File: config.mk
export PLATFORM = sky130hd
export DESIGN_NAME = lpi_queue
export DESIGN_NICKNAME = d
export VERILOG_FILES = /design/src/sv/lpi_pkg.sv /design/src/sv/lpi_queue.sv
export SDC_FILE = /design/constraint.sdc
export NUM_CORES = 1
export LEC_CHECK = 0
export BUFFER_PORTS_ARGS = -buffer_cell sky130_fd_sc_hd__buf_2
export CAP_MARGIN = 30
export CORE_UTILIZATION = 53
export CTS_CLUSTER_SIZE = 10
export DETAILED_ROUTE_END_ITERATION = 7
export GPL_TIMING_DRIVEN = 0
export HOLD_SLACK_MARGIN = 0.05
export MAX_ROUTING_LAYER = met4
export PLACE_DENSITY = 0.77
export SLEW_MARGIN = 20
export SYNTH_ARGS = -nofsm -noshare
export SYNTH_HDL_FRONTEND = slang
export SYNTH_SLANG_ARGS = --single-unit
File: constraint.sdc
create_clock -name clk -period 35 [get_ports clk]
set_clock_uncertainty 0.05 [all_clocks]
set_input_delay 0 -clock clk [delete_from_list [all_inputs] [get_ports clk]]
set_output_delay 0 -clock clk [all_outputs]
set_load 0.01 [all_outputs]
File: src/sv/lpi_pkg.sv
// Shared widths, configuration register codes and item types for the
// line/plane intersection unit. No dependencies.
package lpi_pkg;

  localparam int CW = 32;            // coordinate width
  localparam int FB = 16;            // fraction bits
  localparam int DW = CW + 1;        // coordinate difference
  localparam int PW = CW + DW;       // normal times difference
  localparam int SW = PW + 2;        // dot product sum
  localparam int XW = SW + FB;       // scaled numerator magnitude
  localparam int HW = PW - FB + 1;   // unsaturated hit coordinate
  localparam int CFG_IW = 3;
  localparam int QDEPTH = 2;
  localparam int QAW = 1;

  typedef enum logic [CFG_IW-1:0] {
    CFG_PX = 3'd0,
    CFG_PY = 3'd1,
    CFG_PZ = 3'd2,
    CFG_NX = 3'd3,
    CFG_NY = 3'd4,
    CFG_NZ = 3'd5
  } cfg_idx_t;

  typedef struct packed {
    logic [2:0][CW-1:0] p;
    logic [2:0][CW-1:0] n;
  } lpi_plane_t;

  typedef struct packed {
    logic [2:0][CW-1:0] a;   // segment start
    logic [2:0][DW-1:0] d;   // end minus start
    logic               par; // denominator is zero
    logic               neg; // quotient sign
  } lpi_side_t;

  typedef struct packed {
    lpi_side_t     side;
    logic [SW-1:0] nabs;
    logic [SW-1:0] dabs;
  } lpi_job_t;

endpackage

File: src/sv/lpi_queue.sv
// Short queue between front and back ends. Depends on lpi_pkg.
module lpi_queue (
  input  logic              clk,
  input  logic              rst_n,
  input  logic              push,
  input  lpi_pkg::lpi_job_t wdata,
  output logic              rd_valid,
  output lpi_pkg::lpi_job_t rdata
);
  import lpi_pkg::*;

  lpi_job_t mem [QDEPTH];
  logic [QAW-1:0] wp_r, rp_r;
  logic [QAW:0] cnt_r, cnt_nxt;
  logic pop;
  logic rd_valid_r;
  lpi_job_t rdata_r;

  // back end never stalls: drain one item per cycle
  assign pop = (cnt_r != '0);

  always_comb begin
    cnt_nxt = cnt_r;
    if (push && !pop) cnt_nxt = cnt_r + 1'b1;
    else if (!push && pop) cnt_nxt = cnt_r - 1'b1;
  end

  always_ff @(posedge clk) begin
    if (!rst_n) begin
      wp_r       <= '0;
      rp_r       <= '0;
      cnt_r      <= '0;
      rd_valid_r <= 1'b0;
    end else begin
      if (push) wp_r <= wp_r + 1'b1;
      if (pop) rp_r <= rp_r + 1'b1;
      cnt_r      <= cnt_nxt;
      rd_valid_r <= pop;
    end
  end

  always_ff @(posedge clk) begin
    if (push) mem[wp_r] <= wdata;
    if (pop) rdata_r <= mem[rp_r];
  end

  assign rd_valid = rd_valid_r;
  assign rdata    = rdata_r;

endmodule

==> qor.yml, run 1 <==
synthesis:
  async_flop_share_pct: 0
  yosysTopAreaCell: "edfxtp_1"
  syn_area_per_cell_um2: 24.81
  yosys_warnings: 0
  dominantRegCellSynth: "edfxtp_1"
  yosysTopAreaCellShare_pct: 86.97
  synthTopCellsByArea: "edfxtp_1 87%, mux2_2 9.3%, mux2_4 1.8%"
  synthCells: 1382
  ys_types: 18
  yosys_register_bits: 998
  yosys-top-cells-count: "993 x edfxtp_1, 283 x mux2_2, 40 x mux2_4, 31 x buf_6, 8 x mux2_1"
  synth_edf_count: 993
  synth_seq_area_share_pct: 87.26
  synth_nets: 1717
  synth_area_um2: 34290
  synth.most_common_cell: "edfxtp_1"
placed_design:
  portBuffers: 665
  dp_hpwl_um: 49660
  gp_congestion: 0.8286
clock_network:
  htree_num_levels: 3
  cts-buffers-inserted: 111
  cts.sinks: 998
  ctsResizeCount: 0
  postCtsHoldBufs: 611
  clockBufferDepth: 3
  cts_setup_buffers: 0
  cts_root_buf: "clkbuf_16"
floorplanning:
  die_x_um: 256.3
  die_h_um: 256.3
  start_util_pct: 53.96
  rows: 92
  io_pins: 666
outcome:
  run_status: "did not finish"
  stop_stage: "clock tree synthesis"
  error_line: "[ERROR RSZ-0060] Max buffer count reached."
[metrics by stage]
| step | hold WS (ns) | cells | utilization [%] | cell area [um^2] | setup slack (ns) |
|---|---|---|---|---|---|
| 3_3_place_gp | 0.1372 | 2893 | 60.86 | 38670 | 10.11 |
| 2_1_floorplan | 0.04887 | 1382 | - | 34290 | 18.96 |
| 3_5_place_dp | 0.1413 | 2921 | 62.02 | 39410 | 32.58 |
[cells by family after synthesis]
| kind of cell | count (synthesis) | synth area share [%] |
|---|---|---|
| AO/OA/AOI/OAI | 3 | 0.05839 |
| XOR/XNOR | 3 | 0.07665 |
| adder cells (fa/ha/maj) | 1 | 0.03649 |
| buffers and inverters | 38 | 1.117 |
| flip-flops | 998 | 87.26 |
| multiplexers | 331 | 11.31 |
| AND/OR/NAND/NOR | 8 | 0.1387 |
==> run 2: changes to the inputs <==
--- a/config.mk
+++ b/config.mk
@@ -7,13 +7,10 @@
 export LEC_CHECK = 0
 export BUFFER_PORTS_ARGS = -buffer_cell sky130_fd_sc_hd__buf_2
 export CAP_MARGIN = 30
-export CORE_UTILIZATION = 53
-export CTS_CLUSTER_SIZE = 10
+export CORE_UTILIZATION = 38
 export DETAILED_ROUTE_END_ITERATION = 7
 export GPL_TIMING_DRIVEN = 0
-export HOLD_SLACK_MARGIN = 0.05
-export MAX_ROUTING_LAYER = met4
-export PLACE_DENSITY = 0.77
+export PLACE_DENSITY_LB_ADDON = 0.15
 export SLEW_MARGIN = 20
 export SYNTH_ARGS = -nofsm -noshare
 export SYNTH_HDL_FRONTEND = slang
==> qor.yml, run 2 <==
clock_network:
  cts-buffers-inserted: 105  # was 111
  cts.sinks: 998  # unchanged
  cts_root_buf: "clkbuf_16"  # unchanged
  tritoncts: "yes"
  clockBufferDepth: 3  # unchanged
  clock_latency_ns: 0.67
  htree_num_levels: 3  # unchanged
  cts.clk_slew.worst_paths_ns: 0.06
  postCtsHoldBufs: 592  # was 611
  cts_setup_buffers: 0  # unchanged
  ctsResizeCount: 0  # unchanged
grt:
  grt_first_pass_wirelength_um: 117200
  met2_usage_pct: 30.37
  met1_usage_pct: 19.20
  grt_use_total_pct: 17.24
  grt_use_met3_pct: 6.012
  grt_max_degree: 95
  globalRouteOverflowTotal: 0
  antenna_found_initial: 10
  busiest_layer: "met2"
  grt_pass1_vias: 19851
timing:
  slew_viol_final: 0
  finalSetupTns_ns: 0
  fin_crit_sh_pct: 7.038
  hold_violations: 0
  clock.fmax_mhz: 405.9
  tightest_slew_ns: 0.6310
  hold_ws_ns: 0.04236
  setup_viol: 0
  worst_slack_ns: 32.54
  grt_setup_unrepaired: "false"
  fin_crit_ns: 2.463
  relSlewSlack_pct: 57.85
cells_and_area:
  area_growth_pct: 43.84
  largest_register: "mem"
  seq_area_um2: 29920
  mostFrequentLayoutCell: "edfxtp_1"
  fill_cells: 6970
  drive_gt1_share_pct: 42.44
  layout.nets: 3111
  multi_input_area_um2: 3994
  fin_area_um2: 49320
  largest_register_ffs: 662
  layout_common_cells: "993 x edfxtp_1, 671 x buf_2, 592 x dlygate4sd3_1, 283 x mux2_2, 109 x clkbuf_16"
synthesis:
  dominantRegCellSynth: "edfxtp_1"  # unchanged
  ys_types: 18  # unchanged
  async_flop_share_pct: 0  # unchanged
  synth_edf_count: 993  # unchanged
  yosys_warnings: 0  # unchanged
  synth_area_um2: 34290  # unchanged
  yosys_register_bits: 998  # unchanged
  synth.most_common_cell: "edfxtp_1"  # unchanged
  synth_nets: 1717  # unchanged
  synth_seq_area_share_pct: 87.26  # unchanged
  yosys-top-cells-count: "993 x edfxtp_1, 283 x mux2_2, 40 x mux2_4, 31 x buf_6, 8 x mux2_1"  # unchanged
  yosysTopAreaCellShare_pct: 86.97  # unchanged
  yosysTopAreaCell: "edfxtp_1"  # unchanged
  synthCells: 1382  # unchanged
  syn_area_per_cell_um2: 24.81  # unchanged
  synthTopCellsByArea: "edfxtp_1 87%, mux2_2 9.3%, mux2_4 1.8%"  # unchanged
critical_path:
  max_stage_delay_ns: 0.51
  critPathCaptureType: "flip-flop"
  crit_slowest_cell: "and2_4"
  arrival_ns: 2.75
  r2r_cells: 5
  worstPathCellList: "and2_4 > buf_12 > buf_16 > buf_12 > buf_16"
  cp.required_ns: 35.29
  r2r-start: "wp_r"
  reg2reg_slack_ns: 32.54
  rr_endpoint: "mem[1][199]"
  critPathTopFamily: "buffers and inverters"
  crit_buf_inv: 4
  critPathMaxFanout: 47
  start_kind: "flip-flop"
  crit_type: "flip-flop to flip-flop"
floorplanning:
  io_pins: 666  # unchanged
  rows: 109  # was 92
  core_area_um2: 88920
  die_h_um: 302.4  # was 256.3 um
  die_x_um: 302.4  # was 256.3 um
  dieArea_um2: 91430
  start_util_pct: 38.56  # was 53.96%
route:
  ant_nets: 0
  drt_wl_total_um: 80130
  vias: 18192
  vias_per_cell: 4.506
  drtPass1Iterations: 6
  drt_iter0_drc: 856
  drc: 0
  wl_per_cell_um: 19.85
power:
  leakage_uw: 0.01823
  switching_share_pct: 26.73
  pwr-share-clk_pct: 31.6
  peakVddDrop_mv: 0.08600
  internal-power_uw: 2635
  p_per_area_nw_per_um2: 72.93
  combPwrFrac_pct: 22.5
  power_uw: 3597
  switchingPower_uw: 961.3
  pwr-share-seq_pct: 45.9
outcome:
  run_status: "complete, no violations"  # was did not finish
worst_hold_path:
  hp-class: "input port to flip-flop"
  min_from: "wdata[303]"
  hold_end: "mem[1][303]"
  holdPathStages: 2
placed_design:
  dp_hpwl_um: 50870  # was 49660 um
  pre_cts_ws_ns: 32.49  # was 32.58 ns
  dpl_cell_area_um2: 39820  # was 39410 um^2
  portBuffers: 665  # unchanged
  gp_congestion: 0.7601  # was 0.8286
flow_run:
  drv_cap: 0
-- run 2: cell counts after synthesis --
No cell type changed its count.
-- run 2: power by group through the flow --
| stage | registers (uW) | clock network, uW | logic (uW) |
|---|---|---|---|
| 2_1_floorplan | 1850 | 0 | 338 |
| 3_3_place_gp | 1840 | 0 | 738 |
| 3_5_place_dp | 1680 | 0 | 774 |
| 4_1_cts | 1650 | 1170 | 831 |
| 5_1_grt | 1670 | 1210 | 868 |
| 6_report | 1650 | 1140 | 808 |
-- run 2: worst max path at each step --
stage,startpoint,endpoint,cells after the start,slack [ns]
after detailed placement,wp_r,mem[1][48],5,32.49
after floorplan,wp_r,wp_r,2,18.96
final,wp_r,mem[1][199],5,32.54
after CTS,wp_r,mem[1][199],5,32.48
after global routing,wp_r,mem[1][199],5,32.40
after global placement,wp_r,wp_r,2,8.28
-- run 2: cells by family (layout without fill, tap and decap cells) --
| family | Yosys count | in the layout | synth area share [%] |
|---|---|---|---|
| flip-flops | 998 | 998 | 87.26 |
| AND/OR/NAND/NOR | 8 | 8 | 0.1387 |
| buffers and inverters | 38 | 1521 | 1.117 |
| multiplexers | 331 | 331 | 11.31 |
| other | 0 | 7 | 0 |
| AO/OA/AOI/OAI | 3 | 3 | 0.05839 |
| XOR/XNOR | 3 | 3 | 0.07665 |
| adder cells (fa/ha/maj) | 1 | 1 | 0.03649 |
-- run 2: worst reg2reg max path, stage by stage (launching register included) --
cell     delay (ns)
dfxtp_1        0.38
and2_4         0.51
buf_12         0.29
buf_16         0.30
buf_12         0.30
buf_16         0.27
-- run 2: metrics by stage --
| step | cells | util, % |
|---|---|---|
| after floorplan | 1382 | - |
| after global placement | 3212 | 43.94 |
| after detailed placement | 3242 | 44.79 |
| after CTS | 4030 | 55.44 |
| after global routing | 4034 | 55.45 |
| final | 4037 | 55.46 |
-- run 2: per-layer routing --
layer  part of all wire [%]  up-vias  wire length (um)
met5                  0.071        -                57
met4                    2.7       10              2182
met3                    8.6      126              6879
met2                     52      538             41400
met1                     37     9112             29610
li1                       -     8406                 -
-- run 2: cell type report --
type                    count  area share, %
flip-flops and latches    998          60.67
plain buffers              37         0.7687
inverters                   1        0.02283
clock inverters            72          1.550
diodes                      7        0.03552
multi-input cells         346          8.098
repair buffers           1287          20.26
clock buffers             124          5.645
well taps                1165          2.956
Power figures use the tool's default switching activity.
==> run 3: changes to the inputs <==
==> constraint.sdc (replaced) <==
create_clock -name clk -period 2.45 [get_ports clk]
set_clock_uncertainty 0.05 [all_clocks]
set_input_delay 0 -clock clk [delete_from_list [all_inputs] [get_ports clk]]
set_output_delay 0 -clock clk [all_outputs]
set_load 0.01 [all_outputs]
==> qor.yml, run 3 (same netlist as run 2, synthesis figures left out) <==
power:
  pwr-share-clk_pct: 28.7  # was 31.6%
  switching_share_pct: 27.30  # was 26.73%
  switchingPower_uw: 13640  # was 961.3 uW
  peakVddDrop_mv: 0.7550  # was 0.08600 mV
  combPwrFrac_pct: 24.1  # was 22.5%
  pwr-share-seq_pct: 47.1  # was 45.9%
  leakage_uw: 0.01798  # was 0.01823 uW
  internal-power_uw: 36340  # was 2635 uW
  p_per_area_nw_per_um2: 1024  # was 72.93 nW/um^2
  power_uw: 49990  # was 3597 uW
timing:
  slew_viol_final: 0  # unchanged
  hold_violations: 0  # unchanged
  finalSetupTns_ns: 0  # unchanged
  grt_setup_unrepaired: "false"  # unchanged
  setup_viol: 0  # unchanged
  hold_ws_ns: 0.04217  # was 0.04236 ns
  relSlewSlack_pct: 62.27  # was 57.85%
  clock.fmax_mhz: 436.1  # was 405.9 MHz
  fin_crit_ns: 2.293  # was 2.463 ns
  fin_crit_sh_pct: 93.60  # was 7.038%
  tightest_slew_ns: 0.5660  # was 0.6310 ns
grt:
  antenna_found_initial: 9  # was 10
  met2_usage_pct: 29.62  # was 30.37%
  grt_use_met3_pct: 6.270  # was 6.012%
  grt_first_pass_wirelength_um: 115600  # was 117200 um
  grt_pass1_vias: 19498  # was 19851
  globalRouteOverflowTotal: 0  # unchanged
  grt_use_total_pct: 16.97  # was 17.24%
  busiest_layer: "met2"  # unchanged
  met1_usage_pct: 19.22  # was 19.20%
  grt_max_degree: 49  # was 95
cells_and_area:
  largest_register: "mem"  # unchanged
  mostFrequentLayoutCell: "edfxtp_1"  # unchanged
  layout_common_cells: "993 x edfxtp_1, 671 x buf_2, 573 x dlygate4sd3_1, 283 x mux2_2, 106 x clkbuf_16"  # was 993 x edfxtp_1, 671 x buf_2, 592 x dlygate4sd3_1, 283 x mux2_2, 109 x clkbuf_16
  drive_gt1_share_pct: 42.26  # was 42.44%
  largest_register_ffs: 662  # unchanged
  instances_no_fill: 4020  # was 4037
  layout.nets: 3100  # was 3111
  area_growth_pct: 42.44  # was 43.84%
  fin_area_um2: 48840  # was 49320 um^2
worst_hold_path:
  min_from: "wdata[221]"  # was wdata[303]
  hold_end: "mem[0][221]"  # was mem[1][303]
  holdPathStages: 2  # unchanged
  hp-class: "input port to flip-flop"  # unchanged
placed_design:
  portBuffers: 665  # unchanged
  placedCellCount: 3249  # was 3242
  dpl_cell_area_um2: 39970  # was 39820 um^2
  dp_hpwl_um: 52220  # was 50870 um
  gp_congestion: 0.7712  # was 0.7601
critical_path:
  cp.required_ns: 2.76  # was 35.29 ns
  critPathMaxFanout: 23  # was 47
  arrival_ns: 2.60  # was 2.75 ns
  r2r_cells: 7  # was 5
  crit_type: "flip-flop to flip-flop"  # unchanged
  reg2reg_slack_ns: 0.16  # was 32.54 ns
  r2r-start: "wp_r"  # unchanged
  rr_endpoint: "mem[0][104]"  # was mem[1][199]
  critPathCaptureType: "flip-flop"  # unchanged
  start_kind: "flip-flop"  # unchanged
clock_network:
  clockBufferDepth: 3  # unchanged
  tritoncts: "yes"  # unchanged
  cts.clk_slew.worst_paths_ns: 0.06  # about the same
  clock_latency_ns: 0.68  # was 0.67 ns
  cts-buffers-inserted: 104  # was 105
  ctsResizeCount: 0  # unchanged
  cts.sinks: 998  # unchanged
  cts_root_buf: "clkbuf_16"  # unchanged
  htree_num_levels: 3  # unchanged
route:
  drc: 0  # unchanged
  drt_wl_total_um: 79240  # was 80130 um
  drt_iter0_drc: 999  # was 856
  drtPass1Iterations: 4  # was 6
  wl_per_cell_um: 19.71  # was 19.85 um
  vias_per_cell: 4.524  # was 4.506
  vias: 18185  # was 18192
  ant_nets: 0  # unchanged
floorplanning:
  rows: 109  # unchanged
  start_util_pct: 38.56  # unchanged
  die_x_um: 302.4  # unchanged
  die_h_um: 302.4  # unchanged
  dieArea_um2: 91430  # unchanged
  io_pins: 666  # unchanged
  core_area_um2: 88920  # unchanged
outcome:
  run_status: "complete, no violations"  # unchanged
flow_run:
  drv_cap: 0  # unchanged
==> run 3: cell count changes in the layout (fill, tap and decap cells not counted), sizes merged, moves of 2 or more <==
cell,previous run,this run
clkinvlp,4,6
dlygate4sd3,592,573
buf,732,740
bufinv,16,1
clkinv,49,43
clkbuf,124,138
==> run 3: power groups by stage <==
stage / clock [uW] / combinational (uW) / sequential, uW
floorplan: 0 / 4160 / 23400
global placement: 0 / 7090 / 22100
detailed placement: 0 / 11600 / 23900
CTS: 14700 / 12400 / 23600
global route: 15300 / 13000 / 23800
finish: 14400 / 12100 / 23600
==> run 3: timing repair <==
item	in CTS	in global routing
hold buffers	572	1
endpoints found under the hold margin	719	2
setup buffers	1	0
endpoints found under the setup margin	60	0
==> run 3: how the worst max path moves through the flow <==
stage / startpoint / cells past startpoint / to
after CTS: wp_r / 7 / mem[0][104]
after global placement: cnt_r[1] / 2 / rdata[51]
after detailed placement: cnt_r[1] / 8 / rdata[51]
after floorplan: cnt_r[1] / 2 / rdata[0]
final: wp_r / 7 / mem[0][104]
after global routing: wp_r / 7 / mem[0][104]
==> run 3: area by class of cell <==
cell class              count  area, um^2
diodes                      6       15.01
plain buffers              37       379.1
clock buffers             138        2773
clock inverters            52       326.6
fillers                  7029       40080
inverters                   1       7.507
multi-input cells         347        4009
flip-flops and latches    998       29920
well taps                1165        1458
repair buffers           1276        9947
==> run 3: stage by stage <==
stage / util [%] / setup WS, ns
final: 54.92 / 0.1568
after CTS: 54.89 / 0.09571
after detailed placement: 44.95 / -0.2498
after global placement: 43.97 / -7.137
after global routing: 54.91 / 0.04044
after floorplan: - / -3.427
==> run 3: worst max-delay path, cell delays in order, from the launching register on <==
cell,delay (ns)
dfxtp_2,0.36
nor2b_4,0.36
buf_16,0.21
buf_16,0.18
buf_16,0.18
buf_16,0.19
buf_12,0.20
buf_12,0.20
==> run 3: routing by layer <==
| layer | up-vias | wire length [um] |
|---|---|---|
| met5 | - | 50 |
| met4 | 8 | 2226 |
| met3 | 149 | 6815 |
| met2 | 530 | 40740 |
| met1 | 9111 | 29410 |
| li1 | 8387 | - |
==> run 4: changes to the inputs <==
--- a/config.mk
+++ b/config.mk
@@ -10,7 +10,6 @@
 export CORE_UTILIZATION = 38
 export DETAILED_ROUTE_END_ITERATION = 7
 export GPL_TIMING_DRIVEN = 0
-export PLACE_DENSITY_LB_ADDON = 0.15
 export SLEW_MARGIN = 20
 export SYNTH_ARGS = -nofsm -noshare
 export SYNTH_HDL_FRONTEND = slang
==> qor.yml, run 4 (same netlist as run 2, synthesis figures left out) <==
route:
  wl_per_cell_um: 19.60  # was 19.71 um
  drtPass1Iterations: 4  # unchanged
  ant_nets: 0  # unchanged
  drt_wl_total_um: 80120  # was 79240 um
  drt_iter0_drc: 977  # was 999
  drc: 0  # unchanged
  vias_per_cell: 4.541  # was 4.524
  vias: 18558  # was 18185
critical_path:
  rr_endpoint: "mem[1][189]"  # was mem[0][104]
  cp.required_ns: 2.75  # was 2.76 ns
  critPathMaxFanout: 42  # was 23
  start_kind: "flip-flop"  # unchanged
  critPathCaptureType: "flip-flop"  # unchanged
  worstPathCellList: "and2_4 > buf_12 > buf_12 > buf_16 > buf_16"  # was nor2b_4 > buf_16 > buf_16 > buf_16 > buf_16 > buf_12 > buf_12
  crit_cells: 5  # was 7
  critPathTopFamily: "buffers and inverters"  # unchanged
  max_stage_delay_ns: 0.40  # was 0.36 ns
  r2r_cells: 5  # was 7
  crit_slowest_cell: "and2_4"  # was dfxtp_2
  reg2reg_slack_ns: 0.12  # was 0.16 ns
  arrival_ns: 2.64  # was 2.60 ns
  crit_buf_inv: 4  # was 6
  r2r-start: "wp_r"  # unchanged
  crit_type: "flip-flop to flip-flop"  # unchanged
clock_network:
  cts-buffers-inserted: 101  # was 104
  cts.sinks: 998  # unchanged
  ctsResizeCount: 0  # unchanged
  clockBufferDepth: 3  # unchanged
  htree_num_levels: 3  # unchanged
  cts.clk_slew.worst_paths_ns: 0.06  # about the same
  clock_latency_ns: 0.67  # was 0.68 ns
  tritoncts: "yes"  # unchanged
  cts_root_buf: "clkbuf_16"  # unchanged
power:
  switchingPower_uw: 13860  # was 13640 uW
  internal-power_uw: 37110  # was 36340 uW
  pwr-share-clk_pct: 29.9  # was 28.7%
  leakage_uw: 0.01838  # was 0.01798 uW
  combPwrFrac_pct: 23.8  # was 24.1%
  peakVddDrop_mv: 0.8200  # was 0.7550 mV
  power_uw: 50970  # was 49990 uW
  pwr-share-seq_pct: 46.3  # was 47.1%
  p_per_area_nw_per_um2: 1025  # was 1024 nW/um^2
  switching_share_pct: 27.20  # was 27.30%
timing:
  fin_crit_sh_pct: 95.14  # was 93.60%
  grt_setup_unrepaired: "false"  # unchanged
  relSlewSlack_pct: 73.83  # was 62.27%
  hold_violations: 0  # unchanged
  clock.fmax_mhz: 429.0  # was 436.1 MHz
  slew_viol_final: 0  # unchanged
  fin_crit_ns: 2.331  # was 2.293 ns
  setup_viol: 0  # unchanged
  tightest_slew_ns: 0.3926  # was 0.5660 ns
worst_hold_path:
  hold_end: "mem[0][149]"  # was mem[0][221]
  min_from: "wdata[149]"  # was wdata[221]
  hp-class: "input port to flip-flop"  # unchanged
  holdPathStages: 2  # unchanged
cells_and_area:
  drive_gt1_share_pct: 41.76  # was 42.26%
  largest_register: "mem"  # unchanged
  layout_common_cells: "993 x edfxtp_1, 671 x buf_2, 644 x dlygate4sd3_1, 283 x mux2_2, 104 x clkbuf_16"  # was 993 x edfxtp_1, 671 x buf_2, 573 x dlygate4sd3_1, 283 x mux2_2, 106 x clkbuf_16
  layout.nets: 3168  # was 3100
  fill_cells: 6664  # was 7029
  mostFrequentLayoutCell: "edfxtp_1"  # unchanged
  largest_register_ffs: 662  # unchanged
  fin_area_um2: 49740  # was 48840 um^2
  area_growth_pct: 45.07  # was 42.44%
outcome:
  run_status: "complete, no violations"  # unchanged
grt:
  grt_first_pass_wirelength_um: 116700  # was 115600 um
  globalRouteOverflowTotal: 0  # unchanged
  grt_pass1_vias: 20042  # was 19498
  antenna_found_initial: 14  # was 9
  grt_use_total_pct: 17.07  # was 16.97%
  grt_max_degree: 51  # was 49
floorplanning:
  die_h_um: 302.4  # unchanged
  start_util_pct: 38.56  # unchanged
  dieArea_um2: 91430  # unchanged
  io_pins: 666  # unchanged
  rows: 109  # unchanged
  die_x_um: 302.4  # unchanged
  core_area_um2: 88920  # unchanged
placed_design:
  gp_congestion: 0.7836  # was 0.7712
  dpl_cell_area_um2: 39970  # about the same
  portBuffers: 665  # unchanged
  dp_hpwl_um: 51360  # was 52220 um
flow_run:
  drv_cap: 0  # unchanged
run 4: cell count changes in the layout (fill, tap and decap cells not counted), moves of 2 or more:
cell / previous run / this run
bufinv_16: 1 / 9
clkinv_4: 1 / 6
buf_12: 19 / 23
inv_16: 1 / 3
diode_2: 6 / 8
clkinv_8: 3 / 0
clkinv_1: 25 / 20
buf_16: 18 / 15
dlygate4sd3_1: 573 / 644
clkinv_2: 14 / 17
clkbuf_16: 106 / 104
clkbuf_1: 32 / 18
run 4: repair_timing:
action                                  CTS  global route
buffers inserted                          1             0
endpoints found under the setup margin   19             0
endpoints found under the hold margin   734             0
hold buffers                            644             0
run 4: routing by layer:
| layer | global-route usage, % | up-vias | wire [um] |
|---|---|---|---|
| met2 | 29.88 | 615 | 41070 |
| li1 | - | 8535 | - |
| met1 | 18.78 | 9234 | 29300 |
| met5 | 0 | - | 92 |
| met3 | 5.947 | 160 | 6842 |
| met4 | 7.215 | 14 | 2816 |
run 4: power by group through the flow:
stage               combinational [uW]  sequential, uW  clock [uW]
detailed placement               11500           23900           0
finish                           12200           23600       15200
global route                     13000           23800       16200
global placement                  7090           22200           0
CTS                              12400           23600       15600
floorplan                         4160           23400           0
run 4: worst max-delay path by stage:
stage	from	slack [ns]	to
floorplan	cnt_r[1]	-3.43	rdata[0]
global placement	cnt_r[1]	-6.85	rdata[246]
detailed placement	wp_r	-0.008	mem[0][219]
CTS	wp_r	0.07	mem[1][223]
global route	wp_r	0.01	mem[1][189]
finish	wp_r	0.12	mem[1][189]
run 4: layout make-up:
type                       count  area, um^2  area share [%]
clock inverter                62       623.1           1.253
tap                         1165        1458           2.931
inverter                       1       7.507         0.01509
multi-input combinational    346        4001           8.045
buffer                        37       379.1          0.7622
antenna                        8       20.02         0.04025
timing repair buffer        1348       10660           21.42
sequential                   998       29920           60.16
clock buffer                 122        2670           5.368
run 4: stage by stage:
step           std cells  util, %  setup TNS [ns]  hold WS (ns)  setup WS [ns]
3_3_place_gp        3212    43.97        -5072.23        0.1367         -6.850
3_5_place_dp        3250    44.95         -0.1115        0.1413      -0.007925
5_1_grt             4084    55.93               0       0.01343        0.01368
6_report            4087    55.93               0       0.05290         0.1191
2_1_floorplan       1382        -        -2443.48       0.04887         -3.427
4_1_cts             4079    55.91               0      0.001114        0.07446
run 4: worst register-to-register path: stages, from the launching register on:
cell and delay [ns]:
dfxtp_2 0.36, and2_4 0.40, buf_12 0.27, buf_12 0.28
buf_16 0.30, buf_16 0.31
